[config.mk]
export PLATFORM = sky130hd
export DESIGN_NAME = rfc3339_datetime_field_parser
export DESIGN_NICKNAME = d
export VERILOG_FILES = /design/src/rtl/rdtp_pkg.sv /design/src/rtl/rdtp_in_stage.sv /design/src/rtl/rdtp_parse_core.sv /design/src/rtl/rdtp_out_reg.sv /design/src/rtl/rfc3339_datetime_field_parser.sv
export SDC_FILE = /design/constraint.sdc
export NUM_CORES = 1
export LEC_CHECK = 0
export BUFFER_PORTS_ARGS = -buffer_cell sky130_fd_sc_hd__buf_2
export CORE_ASPECT_RATIO = 1.2
export CORE_MARGIN = 2
export CORE_UTILIZATION = 60
export DETAILED_ROUTE_END_ITERATION = 8
export PLACE_DENSITY_LB_ADDON = 0.08
export SLEW_MARGIN = 30
export SYNTH_ARGS = -nofsm -noshare
export SYNTH_HDL_FRONTEND = slang
export SYNTH_SLANG_ARGS = --single-unit
[constraint.sdc]
create_clock -name clk -period 3.7 [get_ports clk]
set_input_delay 0.37 -clock clk [delete_from_list [all_inputs] [get_ports clk]]
set_output_delay 0.37 -clock clk [all_outputs]
set_load 0.01 [all_outputs]
[src/rtl/rdtp_pkg.sv]
// Shared types, character codes and field positions for the datetime parser.
`default_nettype none

package rdtp_pkg;

	localparam int unsigned CHAR_W = 8;
	localparam int unsigned POS_W  = 5;
	localparam int unsigned OUT_TDATA_W = 48;

	localparam logic [CHAR_W-1:0] CH_ZERO  = 8'h30;
	localparam logic [CHAR_W-1:0] CH_DASH  = 8'h2D;
	localparam logic [CHAR_W-1:0] CH_T     = 8'h54;
	localparam logic [CHAR_W-1:0] CH_SPACE = 8'h20;
	localparam logic [CHAR_W-1:0] CH_COLON = 8'h3A;
	localparam logic [CHAR_W-1:0] CH_Z     = 8'h5A;

	localparam logic [POS_W-1:0] POS_YEAR_0     = 5'd0;
	localparam logic [POS_W-1:0] POS_YEAR_1     = 5'd1;
	localparam logic [POS_W-1:0] POS_YEAR_2     = 5'd2;
	localparam logic [POS_W-1:0] POS_YEAR_3     = 5'd3;
	localparam logic [POS_W-1:0] POS_DASH_0     = 5'd4;
	localparam logic [POS_W-1:0] POS_MONTH_TENS = 5'd5;
	localparam logic [POS_W-1:0] POS_MONTH_UNIT = 5'd6;
	localparam logic [POS_W-1:0] POS_DASH_1     = 5'd7;
	localparam logic [POS_W-1:0] POS_DAY_TENS   = 5'd8;
	localparam logic [POS_W-1:0] POS_DAY_UNIT   = 5'd9;
	localparam logic [POS_W-1:0] POS_DT_SEP     = 5'd10;
	localparam logic [POS_W-1:0] POS_HOUR_TENS  = 5'd11;
	localparam logic [POS_W-1:0] POS_HOUR_UNIT  = 5'd12;
	localparam logic [POS_W-1:0] POS_COLON_0    = 5'd13;
	localparam logic [POS_W-1:0] POS_MIN_TENS   = 5'd14;
	localparam logic [POS_W-1:0] POS_MIN_UNIT   = 5'd15;
	localparam logic [POS_W-1:0] POS_COLON_1    = 5'd16;
	localparam logic [POS_W-1:0] POS_SEC_TENS   = 5'd17;
	localparam logic [POS_W-1:0] POS_SEC_UNIT   = 5'd18;
	localparam logic [POS_W-1:0] POS_LAST       = 5'd19;
	localparam logic [POS_W-1:0] POS_MAX        = 5'd31;

	localparam logic [3:0] MAX_ANY   = 4'd9;
	localparam logic [3:0] MAX_MON_T = 4'd1;
	localparam logic [3:0] MAX_DAY_T = 4'd3;
	localparam logic [3:0] MAX_HR_T  = 4'd2;
	localparam logic [3:0] MAX_MIN_T = 4'd5;

	typedef struct packed {
		logic [6:0]  second;
		logic [5:0]  minute;
		logic [4:0]  hour;
		logic [5:0]  day;
		logic [4:0]  month;
		logic [13:0] year;
		logic        valid_res;
	} res_t;

	localparam int unsigned RES_W = $bits(res_t);

	function automatic logic digit_ok(input logic [CHAR_W-1:0] c, input logic [3:0] maxd);
		logic [CHAR_W-1:0] top;
		top = CH_ZERO + {4'd0, maxd};
		return (c >= CH_ZERO) && (c <= top);
	endfunction

endpackage

`default_nettype wire

[src/rtl/rdtp_in_stage.sv]
// Input register for one request byte and its end-of-field flag.
`default_nettype none

module rdtp_in_stage
	import rdtp_pkg::*;
(
	input  wire logic              clk,
	input  wire logic              arst_n,
	input  wire logic              s_tvalid,
	output logic                   s_tready,
	input  wire logic [CHAR_W-1:0] s_tdata,
	input  wire logic              s_tlast,
	input  wire logic              advance,
	output logic                   valid_s1,
	output logic [CHAR_W-1:0]      char_s1,
	output logic                   last_s1
);

	assign s_tready = !valid_s1 || advance;

	always_ff @(posedge clk or negedge arst_n) begin
		if (!arst_n) begin
			valid_s1 <= 1'b0;
		end else if (s_tready) begin
			valid_s1 <= s_tvalid;
		end
	end

	always_ff @(posedge clk) begin
		if (s_tready && s_tvalid) begin
			char_s1 <= s_tdata;
			last_s1 <= s_tlast;
		end
	end

endmodule

`default_nettype wire

[src/rtl/rdtp_parse_core.sv]
// Position counter, error flag, decimal accumulators and per-byte field check.
`default_nettype none

module rdtp_parse_core
	import rdtp_pkg::*;
(
	input  wire logic              clk,
	input  wire logic              arst_n,
	input  wire logic              step,
	input  wire logic [CHAR_W-1:0] char_code,
	input  wire logic              last,
	output res_t                   res
);

	logic [POS_W-1:0] position_q;
	logic             bad_q;
	logic [13:0]      year_q;
	logic [4:0]       month_q;
	logic [5:0]       day_q;
	logic [4:0]       hour_q;
	logic [5:0]       minute_q;
	logic [6:0]       second_q;

	logic [POS_W-1:0] position_n;
	logic             bad_n;
	logic [13:0]      year_n;
	logic [4:0]       month_n;
	logic [5:0]       day_n;
	logic [4:0]       hour_n;
	logic [5:0]       minute_n;
	logic [6:0]       second_n;

	logic [3:0] dig;
	logic       ok;

	assign dig = char_code[3:0];

	always_comb begin
		bad_n    = bad_q;
		year_n   = year_q;
		month_n  = month_q;
		day_n    = day_q;
		hour_n   = hour_q;
		minute_n = minute_q;
		second_n = second_q;
		unique case (position_q)
			POS_YEAR_0, POS_YEAR_1, POS_YEAR_2, POS_YEAR_3: begin
				if (digit_ok(char_code, MAX_ANY)) year_n = year_q * 14'd10 + {10'd0, dig};
				else bad_n = 1'b1;
			end
			POS_DASH_0, POS_DASH_1: begin
				if (char_code != CH_DASH) bad_n = 1'b1;
			end
			POS_MONTH_TENS, POS_MONTH_UNIT: begin
				if (digit_ok(char_code, (position_q == POS_MONTH_TENS) ? MAX_MON_T : MAX_ANY))
					month_n = month_q * 5'd10 + {1'b0, dig};
				else
					bad_n = 1'b1;
			end
			POS_DAY_TENS, POS_DAY_UNIT: begin
				if (digit_ok(char_code, (position_q == POS_DAY_TENS) ? MAX_DAY_T : MAX_ANY))
					day_n = day_q * 6'd10 + {2'd0, dig};
				else
					bad_n = 1'b1;
			end
			POS_DT_SEP: begin
				if (char_code != CH_T && char_code != CH_SPACE) bad_n = 1'b1;
			end
			POS_HOUR_TENS, POS_HOUR_UNIT: begin
				if (digit_ok(char_code, (position_q == POS_HOUR_TENS) ? MAX_HR_T : MAX_ANY))
					hour_n = hour_q * 5'd10 + {1'b0, dig};
				else
					bad_n = 1'b1;
			end
			POS_COLON_0, POS_COLON_1: begin
				if (char_code != CH_COLON) bad_n = 1'b1;
			end
			POS_MIN_TENS, POS_MIN_UNIT: begin
				if (digit_ok(char_code, (position_q == POS_MIN_TENS) ? MAX_MIN_T : MAX_ANY))
					minute_n = minute_q * 6'd10 + {2'd0, dig};
				else
					bad_n = 1'b1;
			end
			POS_SEC_TENS, POS_SEC_UNIT: begin
				if (digit_ok(char_code, MAX_ANY)) second_n = second_q * 7'd10 + {3'd0, dig};
				else bad_n = 1'b1;
			end
			POS_LAST: begin
				if (char_code != CH_Z) bad_n = 1'b1;
			end
			default: begin
				bad_n = 1'b1;
			end
		endcase
		position_n = (position_q == POS_MAX) ? POS_MAX : position_q + 5'd1;
	end

	assign ok = !bad_n && (position_q == POS_LAST);

	always_comb begin
		res.valid_res = ok;
		res.year      = ok ? year_n   : '0;
		res.month     = ok ? month_n  : '0;
		res.day       = ok ? day_n    : '0;
		res.hour      = ok ? hour_n   : '0;
		res.minute    = ok ? minute_n : '0;
		res.second    = ok ? second_n : '0;
	end

	// clear all on reset and at a field's end; other steps advance position, error flag and accumulators
	always_ff @(posedge clk or negedge arst_n) begin
		if (!arst_n) begin
			position_q <= '0;
			bad_q      <= 1'b0;
			year_q     <= '0;
			month_q    <= '0;
			day_q      <= '0;
			hour_q     <= '0;
			minute_q   <= '0;
			second_q   <= '0;
		end else if (step) begin
			if (last) begin
				position_q <= '0;
				bad_q      <= 1'b0;
				year_q     <= '0;
				month_q    <= '0;
				day_q      <= '0;
				hour_q     <= '0;
				minute_q   <= '0;
				second_q   <= '0;
			end else begin
				position_q <= position_n;
				bad_q      <= bad_n;
				year_q     <= year_n;
				month_q    <= month_n;
				day_q      <= day_n;
				hour_q     <= hour_n;
				minute_q   <= minute_n;
				second_q   <= second_n;
			end
		end
	end

	a_clear_on_last: assert property (@(posedge clk) disable iff (!arst_n)
		step && last |=> position_q == '0 && !bad_q && year_q == '0)
		else $error("parser state not cleared after last byte");

	a_pos_count: assert property (@(posedge clk) disable iff (!arst_n)
		step && !last && position_q != POS_MAX |=> position_q == $past(position_q) + 5'd1)
		else $error("position did not advance");

	a_pos_sat: assert property (@(posedge clk) disable iff (!arst_n)
		step && !last && position_q == POS_MAX |=> position_q == POS_MAX)
		else $error("position did not saturate");

	a_valid_len: assert property (@(posedge clk) disable iff (!arst_n)
		step && res.valid_res |-> position_q == POS_LAST && !bad_q)
		else $error("valid result on wrong length or after a bad byte");

endmodule

`default_nettype wire

[src/rtl/rdtp_out_reg.sv]
// Result register holding one parsed datetime until the consumer takes it.
`default_nettype none

module rdtp_out_reg
	import rdtp_pkg::*;
(
	input  wire logic clk,
	input  wire logic arst_n,
	input  wire logic load,
	input  res_t      res_d,
	output logic      free,
	output logic      m_tvalid,
	input  wire logic m_tready,
	output res_t      res_q
);

	assign free = !m_tvalid || m_tready;

	always_ff @(posedge clk or negedge arst_n) begin
		if (!arst_n) begin
			m_tvalid <= 1'b0;
		end else if (load) begin
			m_tvalid <= 1'b1;
		end else if (m_tready) begin
			m_tvalid <= 1'b0;
		end
	end

	always_ff @(posedge clk) begin
		if (load) begin
			res_q <= res_d;
		end
	end

endmodule

`default_nettype wire

[src/rtl/rfc3339_datetime_field_parser.sv]
// A field's final byte passes the input register, then the result register drives m_tvalid.
// Throughput: one byte per cycle unless stalled; m_tready reaches s_tready combinationally.
// A final byte waits in the input register only while an untaken result blocks the output.
// Reset (arst_n low) clears the position counter, error flag, accumulators and valid flags.
`default_nettype none

module rfc3339_datetime_field_parser
	import rdtp_pkg::*;
(
	input  wire logic                   clk,
	input  wire logic                   arst_n,
	input  wire logic                   s_tvalid,
	output logic                        s_tready,
	input  wire logic [CHAR_W-1:0]      s_tdata,  // char_code
	input  wire logic                   s_tlast,  // last
	output logic                        m_tvalid,
	input  wire logic                   m_tready,
	output logic [OUT_TDATA_W-1:0]      m_tdata   // valid_res, year, month, day, hour, minute, second, zero pad
);

	logic              valid_s1;
	logic [CHAR_W-1:0] char_s1;
	logic              last_s1;
	logic              advance;
	logic              out_free;
	res_t              res_d;
	res_t              res_q;

	assign advance = valid_s1 && (!last_s1 || out_free);

	rdtp_in_stage u_in (
		.clk      (clk),
		.arst_n   (arst_n),
		.s_tvalid (s_tvalid),
		.s_tready (s_tready),
		.s_tdata  (s_tdata),
		.s_tlast  (s_tlast),
		.advance  (advance),
		.valid_s1 (valid_s1),
		.char_s1  (char_s1),
		.last_s1  (last_s1)
	);

	rdtp_parse_core u_core (
		.clk       (clk),
		.arst_n    (arst_n),
		.step      (advance),
		.char_code (char_s1),
		.last      (last_s1),
		.res       (res_d)
	);

	rdtp_out_reg u_out (
		.clk      (clk),
		.arst_n   (arst_n),
		.load     (advance && last_s1),
		.res_d    (res_d),
		.free     (out_free),
		.m_tvalid (m_tvalid),
		.m_tready (m_tready),
		.res_q    (res_q)
	);

	assign m_tdata = {{(OUT_TDATA_W - RES_W){1'b0}}, res_q};

endmodule

`default_nettype wire

==> flow_summary.toml, run 1 <==
[sta]
worst_hold_slack_ps = 32.8
period_share_pct = 91.3
drv_slew = 0
slew_headroom_pct = 40.1
fin_worst_skew_ps = 16.0
final-setup-viol-count = 0
finalHoldViolations = 0
max_freq_ghz = 0.296
tightest_slew_ps = 897
final.min_clock_period_ps = 3380
final.setup.tns_ps = 0
rsz0062_at_grt = "no"

[floorplanning]
fp.dieArea_um2 = 12300
io_pins = 63
initial_core_util_pct = 61.6
die_h_um = 121
die_w_um = 101
core_um2 = 11100
rows = 42

[clock_tree]
cts_buffer_depth = 2
insertion_delay_ps = 360
cts_tree = "built"
hold_buffers = 0
post_cts_buffers = 0
post_cts_resized = 0
cts_root_buf = "clkbuf_16"
numCtsBuffers = 9
path_clk_slew_ps = 70
htree_levels = 3
numClockSinks = 104

[critical_path]
end_kind = "register"
critPathMaxFanout = 32
path_class = "reg2reg"
cp.required_ps = 3890
start_kind = "register"
path_cells = "ha_1 -> nand2b_1 -> or2_2 -> ha_1 -> nor2b_1 -> o31a_1 -> o21ai_0 -> a2bb2oi_1 -> nand4_1 -> or3_1 -> buf_4 -> nor3_1"
critPathArrivalTime_ps = 3570
critical_path.max_stage_delay_ps = 430
cp_slowest_cell = "dfrtp_1"
cp_common_cell = "ha_1"

[cells_and_area]
nNetsFinal = 833
drive_above_1_share_pct = 13.9
fin_util_pct = 68.1
antennaDiodeCount = 0
syn_to_final_growth_pct = 10.5
fin_area_um2 = 7550

[placement]
numPortBuffers = 58
hpwl_mm = 10.8
placed_cell_area_um2 = 7280
globalplace.congestion = 0.938

[global_route]
overflow = 0
grt_max_degree = 43
grt_pass1_wl_mm = 25.2
antenna_found_initial = 0
grt_pass1_vias = 5097
groute.usage.overall_pct = 26.3

[drt]
routed-via-count = 5274
first_pass_iters = 5
wl_mm = 15.0
viasPerCell = 5.80
drt_iter0_drc = 269
ant_nets = 0
routedWlPerCell_um = 16.5
drc = 0

[synth]
ys_ff_latch = 104
synth_area_um2 = 6830
ys_seq_area_share_pct = 42.0
synth-edff-count = 53
yosys.cell_types.count = 59
synthCells = 696
synthFlopType = "edfxtp_1"
syn_avg_cell_area_um2 = 9.82
yosysWarnings = 0
synth_async_sr_flop_share_pct = 49.0

[pwr]
ir_worst_vdd_v = 0.000251
leakage_nw = 3.26
p_per_area_nw_per_um2 = 385

[run_status]
status = "complete, no violations"

[worst_hold_path]
hp-class = "in2async"

[run]
max_cap_viol_count = 0
kinds of logic (layout without fill, tap and decap cells):
logic type                 Yosys count  count (layout)  share of synthesized area [%]
and+or+nand+nor                    234             234                           16.1
muxes                               19              19                           2.80
DFF                                104             104                           42.0
buffers and inverters               53             110                           3.79
adders and majority gates           69              69                           13.5
other                                1               4                         0.0549
xor gates and xnor gates            47              47                           6.22
AOI/OAI and AO/OA                  169             169                           15.5
cells in the mapped netlist (all sizes together), types with 2 or more instances:
cell | count | share of area (%)
nor2 | 75 | 4.1
nand2 | 70 | 3.8
ha | 61 | 11
edfxtp | 53 | 23
o21ai | 53 | 3.9
dfrtp | 51 | 19
a21oi | 48 | 3.9
xnor2 | 32 | 4.1
inv | 20 | 1.1
clkbuf | 19 | 1.0
mux2i | 18 | 2.6
nand3 | 17 | 1.2
a22oi | 16 | 1.8
buf | 14 | 1.6
nor2b | 14 | 1.3
nor3 | 14 | 1.0
xor2 | 14 | 1.8
nand2b | 9 | 0.82
a211oi | 8 | 0.95
a21o | 8 | 0.88
fa | 8 | 2.3
a22o | 6 | 0.77
a21boi | 5 | 0.55
nor3b | 5 | 0.62
or3 | 5 | 0.46
and2 | 4 | 0.37
nand4 | 4 | 0.37
o22ai | 4 | 0.37
or2 | 4 | 0.37
a31oi | 3 | 0.27
and3 | 3 | 0.27
o211ai | 3 | 0.33
o21a | 3 | 0.33
o31ai | 3 | 0.33
a2bb2oi | 2 | 0.26
and3b | 2 | 0.26
nand4b | 2 | 0.26
o2111ai | 2 | 0.26
sequential cells by signal, summed over array words and instances, names as in the netlist:
name / cells
u_core.bad_q: 1
u_core.day_q: 6
u_core.hour_q: 5
u_core.minute_q: 6
u_core.month_q: 5
u_core.position_q: 5
u_core.second_q: 7
u_core.year_q: 14
u_in.char_s1: 8
u_in.last_s1: 1
u_in.valid_s1: 1
u_out.m_tvalid: 1
u_out.res_q: 44
metrics by stage:
step / power [mW] / std cells / worst slack, ps
after global routing: 3.05 / 910 / 111
after CTS: 2.92 / 910 / 360
after floorplan: 1.85 / 699 / 325
final: 2.91 / 910 / 323
after global placement: 2.00 / 894 / 499
after detailed placement: 2.03 / 894 / 392
metal layers:
metal | up-vias | share of wire, % | track usage, %
met5 | - | 0 | 0
met4 | 0 | 1.7 | 8.28
met3 | 24 | 4.0 | 3.63
met2 | 138 | 49 | 43.4
met1 | 2507 | 45 | 35.9
li1 | 2605 | - | -
area by class of cell:
type / count / area [um^2]
Fill cell: 883 / 3540
Inverter: 20 / 75.1
Clock inverter: 5 / 42.5
Clock buffer: 11 / 233
Timing Repair Buffer: 74 / 410
Sequential cell: 104 / 2870
Multi-Input combinational cell: 542 / 3730
Tap cell: 154 / 193
cells in the final DEF, fill, tap and decap left out, types with 16 or more instances in the layout:
| cell type | n |
|---|---|
| o21ai_0 | 50 |
| dfrtp_1 | 51 |
| buf_2 | 58 |
| ha_1 | 61 |
| edfxtp_1 | 53 |
| a21oi_1 | 41 |
| a22oi_1 | 16 |
| nand2_1 | 70 |
| buf_4 | 16 |
| mux2i_1 | 18 |
| nand3_1 | 17 |
| nor2_1 | 74 |
| xnor2_1 | 32 |
| inv_1 | 20 |
worst paths after layout:
check | start | end | slack, ps | cells past startpoint
worst min register to register | u_core.day_q[5] | u_core.day_q[5] | 490 | 2
max in group asynchronous | arst_n | u_core.month_q[1] | 2850 | 2
worst max-delay path | u_core.position_q[0] | u_out.res_q[11] | 320 | 12
min in group clk | s_tdata[0] | u_in.char_s1[0] | 190 | 1
worst min-delay path | arst_n | u_core.day_q[5] | 30 | 1
worst max register to register | u_core.position_q[0] | u_out.res_q[11] | 320 | 12
power by group:
part / switching, mW / internal, mW
Clock: 0.437 / 0.465
Combinational: 0.364 / 0.271
Sequential: 0.0779 / 1.29
worst max-delay path, delay by kind of cell (launching register included):
kind	cells	cell delay, ps
and+or+nand+nor	6	1270
buffers and inverters	1	260
DFF	1	430
AOI/OAI and AO/OA	3	630
adders and majority gates	2	620
Power figures use the tool's default switching activity.
==> run 2: changes to the inputs <==
- CELL_PAD_IN_SITES_DETAIL_PLACEMENT: unset -> 0
- CELL_PAD_IN_SITES_GLOBAL_PLACEMENT: unset -> 1
- CORE_UTILIZATION: 60 -> 47
==> flow_summary.toml, run 2 (synthesis gave the netlist of run 1 again) <==
[run_status]
status = "complete, no violations"

[critical_path]
critPathArrivalTime_ps = 3560
end_kind = "register"
r2r-end = "u_out.res_q[6]"
path_class = "reg2reg"
worstReg2RegStart = "u_core.position_q[0]"
worst_r2r_path_depth = 12
cp.required_ps = 3890
critPathMaxFanout = 25
start_kind = "register"
startpoint = "u_core.position_q[0]"
critPathCapture = "u_out.res_q[6]"
reg2reg_slack_ps = 330

[cells_and_area]
final_common_cell = "nor2_1"
reg_top3 = "u_out.res_q: 44 flops, u_core.year_q: 14 flops, u_in.char_s1: 8 flops"
largest_register_ffs = 44
layout_common_cells = "nor2_1 (74), nand2_1 (70), ha_1 (61)"
nFillCells = 1350
syn_to_final_growth_pct = 11.5
drive_above_1_share_pct = 14.2
regMostFlops = "u_out.res_q"
nNetsFinal = 835
antennaDiodeCount = 0
fin_area_um2 = 7620

[sta]
final-setup-viol-count = 0
fin_worst_skew_ps = 8.46
tightest_slew_ps = 825
fin_ws_ps = 327
max_freq_ghz = 0.296
final.setup.tns_ps = 0
period_share_pct = 91.2
finalHoldViolations = 0
worst_hold_slack_ps = 9.98
slew_headroom_pct = 44.7
final.min_clock_period_ps = 3370
drv_slew = 0
rsz0062_at_grt = "no"

[worst_hold_path]
hp-class = "in2async"

[clock_tree]
post_cts_buffers = 0
cts_root_buf = "clkbuf_16"
path_clk_slew_ps = 80
insertion_delay_ps = 360
post_cts_resized = 0
cts_tree = "built"
numClockSinks = 104
htree_levels = 3
hold_buffers = 0
cts_buffer_depth = 2
numCtsBuffers = 9

[drt]
first_pass_iters = 5
routed-via-count = 5285
drt_iter0_drc = 295
routedWlPerCell_um = 17.7
drc = 0
viasPerCell = 5.66
ant_nets = 0
wl_mm = 16.6

[global_route]
antenna_found_initial = 0
grt_pass1_wl_mm = 27.2
overflow = 0
groute.usage.overall_pct = 22.6
grt_max_degree = 39
grt_pass1_vias = 5277

[floorplanning]
die_w_um = 114
io_pins = 63
core_um2 = 14300
rows = 48
die_h_um = 136
initial_core_util_pct = 47.8
fp.dieArea_um2 = 15500

[placement]
numPortBuffers = 58
dp_slack_ps = 405
placed_cell_area_um2 = 7330
hpwl_mm = 11.8
globalplace.congestion = 0.857

[pwr]
p_per_area_nw_per_um2 = 388
leakage_nw = 3.29
seqPwrFrac_pct = 46.6
internal-power_mw = 2.04
switching_share_pct = 31.1
p_switching_mw = 0.919
clkPwrFrac_pct = 32.0
ir_worst_vdd_v = 0.000195
comb_power_share_pct = 21.5

[run]
max_cap_viol_count = 0
-- run 2: cell count changes in the layout (fill, tap and decap cells not counted), sizes merged --
cell | previous run | this run
clkinv | 2 | 5
buf | 74 | 76
clkbuf | 11 | 9
clkinvlp | 1 | 0
-- run 2: worst min path at each step --
stage,slack [ps],endpoint
after detailed placement,420,u_core.second_q[4]
final,10,u_core.second_q[4]
after floorplan,70,u_core.bad_q
after global placement,420,u_core.second_q[4]
after CTS,30,u_core.second_q[4]
after global routing,60,u_core.second_q[4]
-- run 2: cell type report --
cell class              instances  area [um^2]  share of cell area (%)
clock buffers                   9          225                    2.95
well taps                     175          219                    2.87
repair buffers                 76          438                    5.75
flip-flops and latches        104         2870                    37.6
inverters                      20         75.1                   0.985
multi-input cells             542         3730                    48.9
clock inverters                 7         66.3                   0.870
-- run 2: routing by layer --
| metal | GRT usage (%) | wire, um | vias to the layer above |
|---|---|---|---|
| met5 | 0 | 0 | - |
| met4 | 9.69 | 432 | 0 |
| met3 | 2.63 | 449 | 27 |
| met2 | 39.3 | 8420 | 103 |
| met1 | 28.4 | 7250 | 2557 |
| li1 | - | - | 2598 |
-- run 2: through the flow --
stage / cells / util (%) / total power, mW
2_1_floorplan: 699 / - / 1.85
3_3_place_gp: 917 / 51.3 / 2.02
3_5_place_dp: 917 / 51.3 / 2.03
4_1_cts: 933 / 53.3 / 2.98
5_1_grt: 933 / 53.3 / 3.13
6_report: 933 / 53.3 / 2.96
-- run 2: critical path: stages (launching register included) --
cell and delay, ps:
dfrtp_1 430, ha_1 350, nand2b_1 140, or2_2 320
ha_1 290, nor2b_1 130, o31a_1 230, o21ai_0 230
a2bb2oi_1 180, nand4_1 110, or3_1 350, buf_4 240
a211oi_1 190
-- run 2: power groups by stage --
stage          clock (mW)  combinational [mW]  sequential (mW)
3_5_place_dp            0               0.632             1.40
2_1_floorplan           0               0.465             1.39
6_report            0.946               0.635             1.38
4_1_cts             0.970               0.637             1.38
3_3_place_gp            0               0.625             1.40
5_1_grt              1.01               0.724             1.39
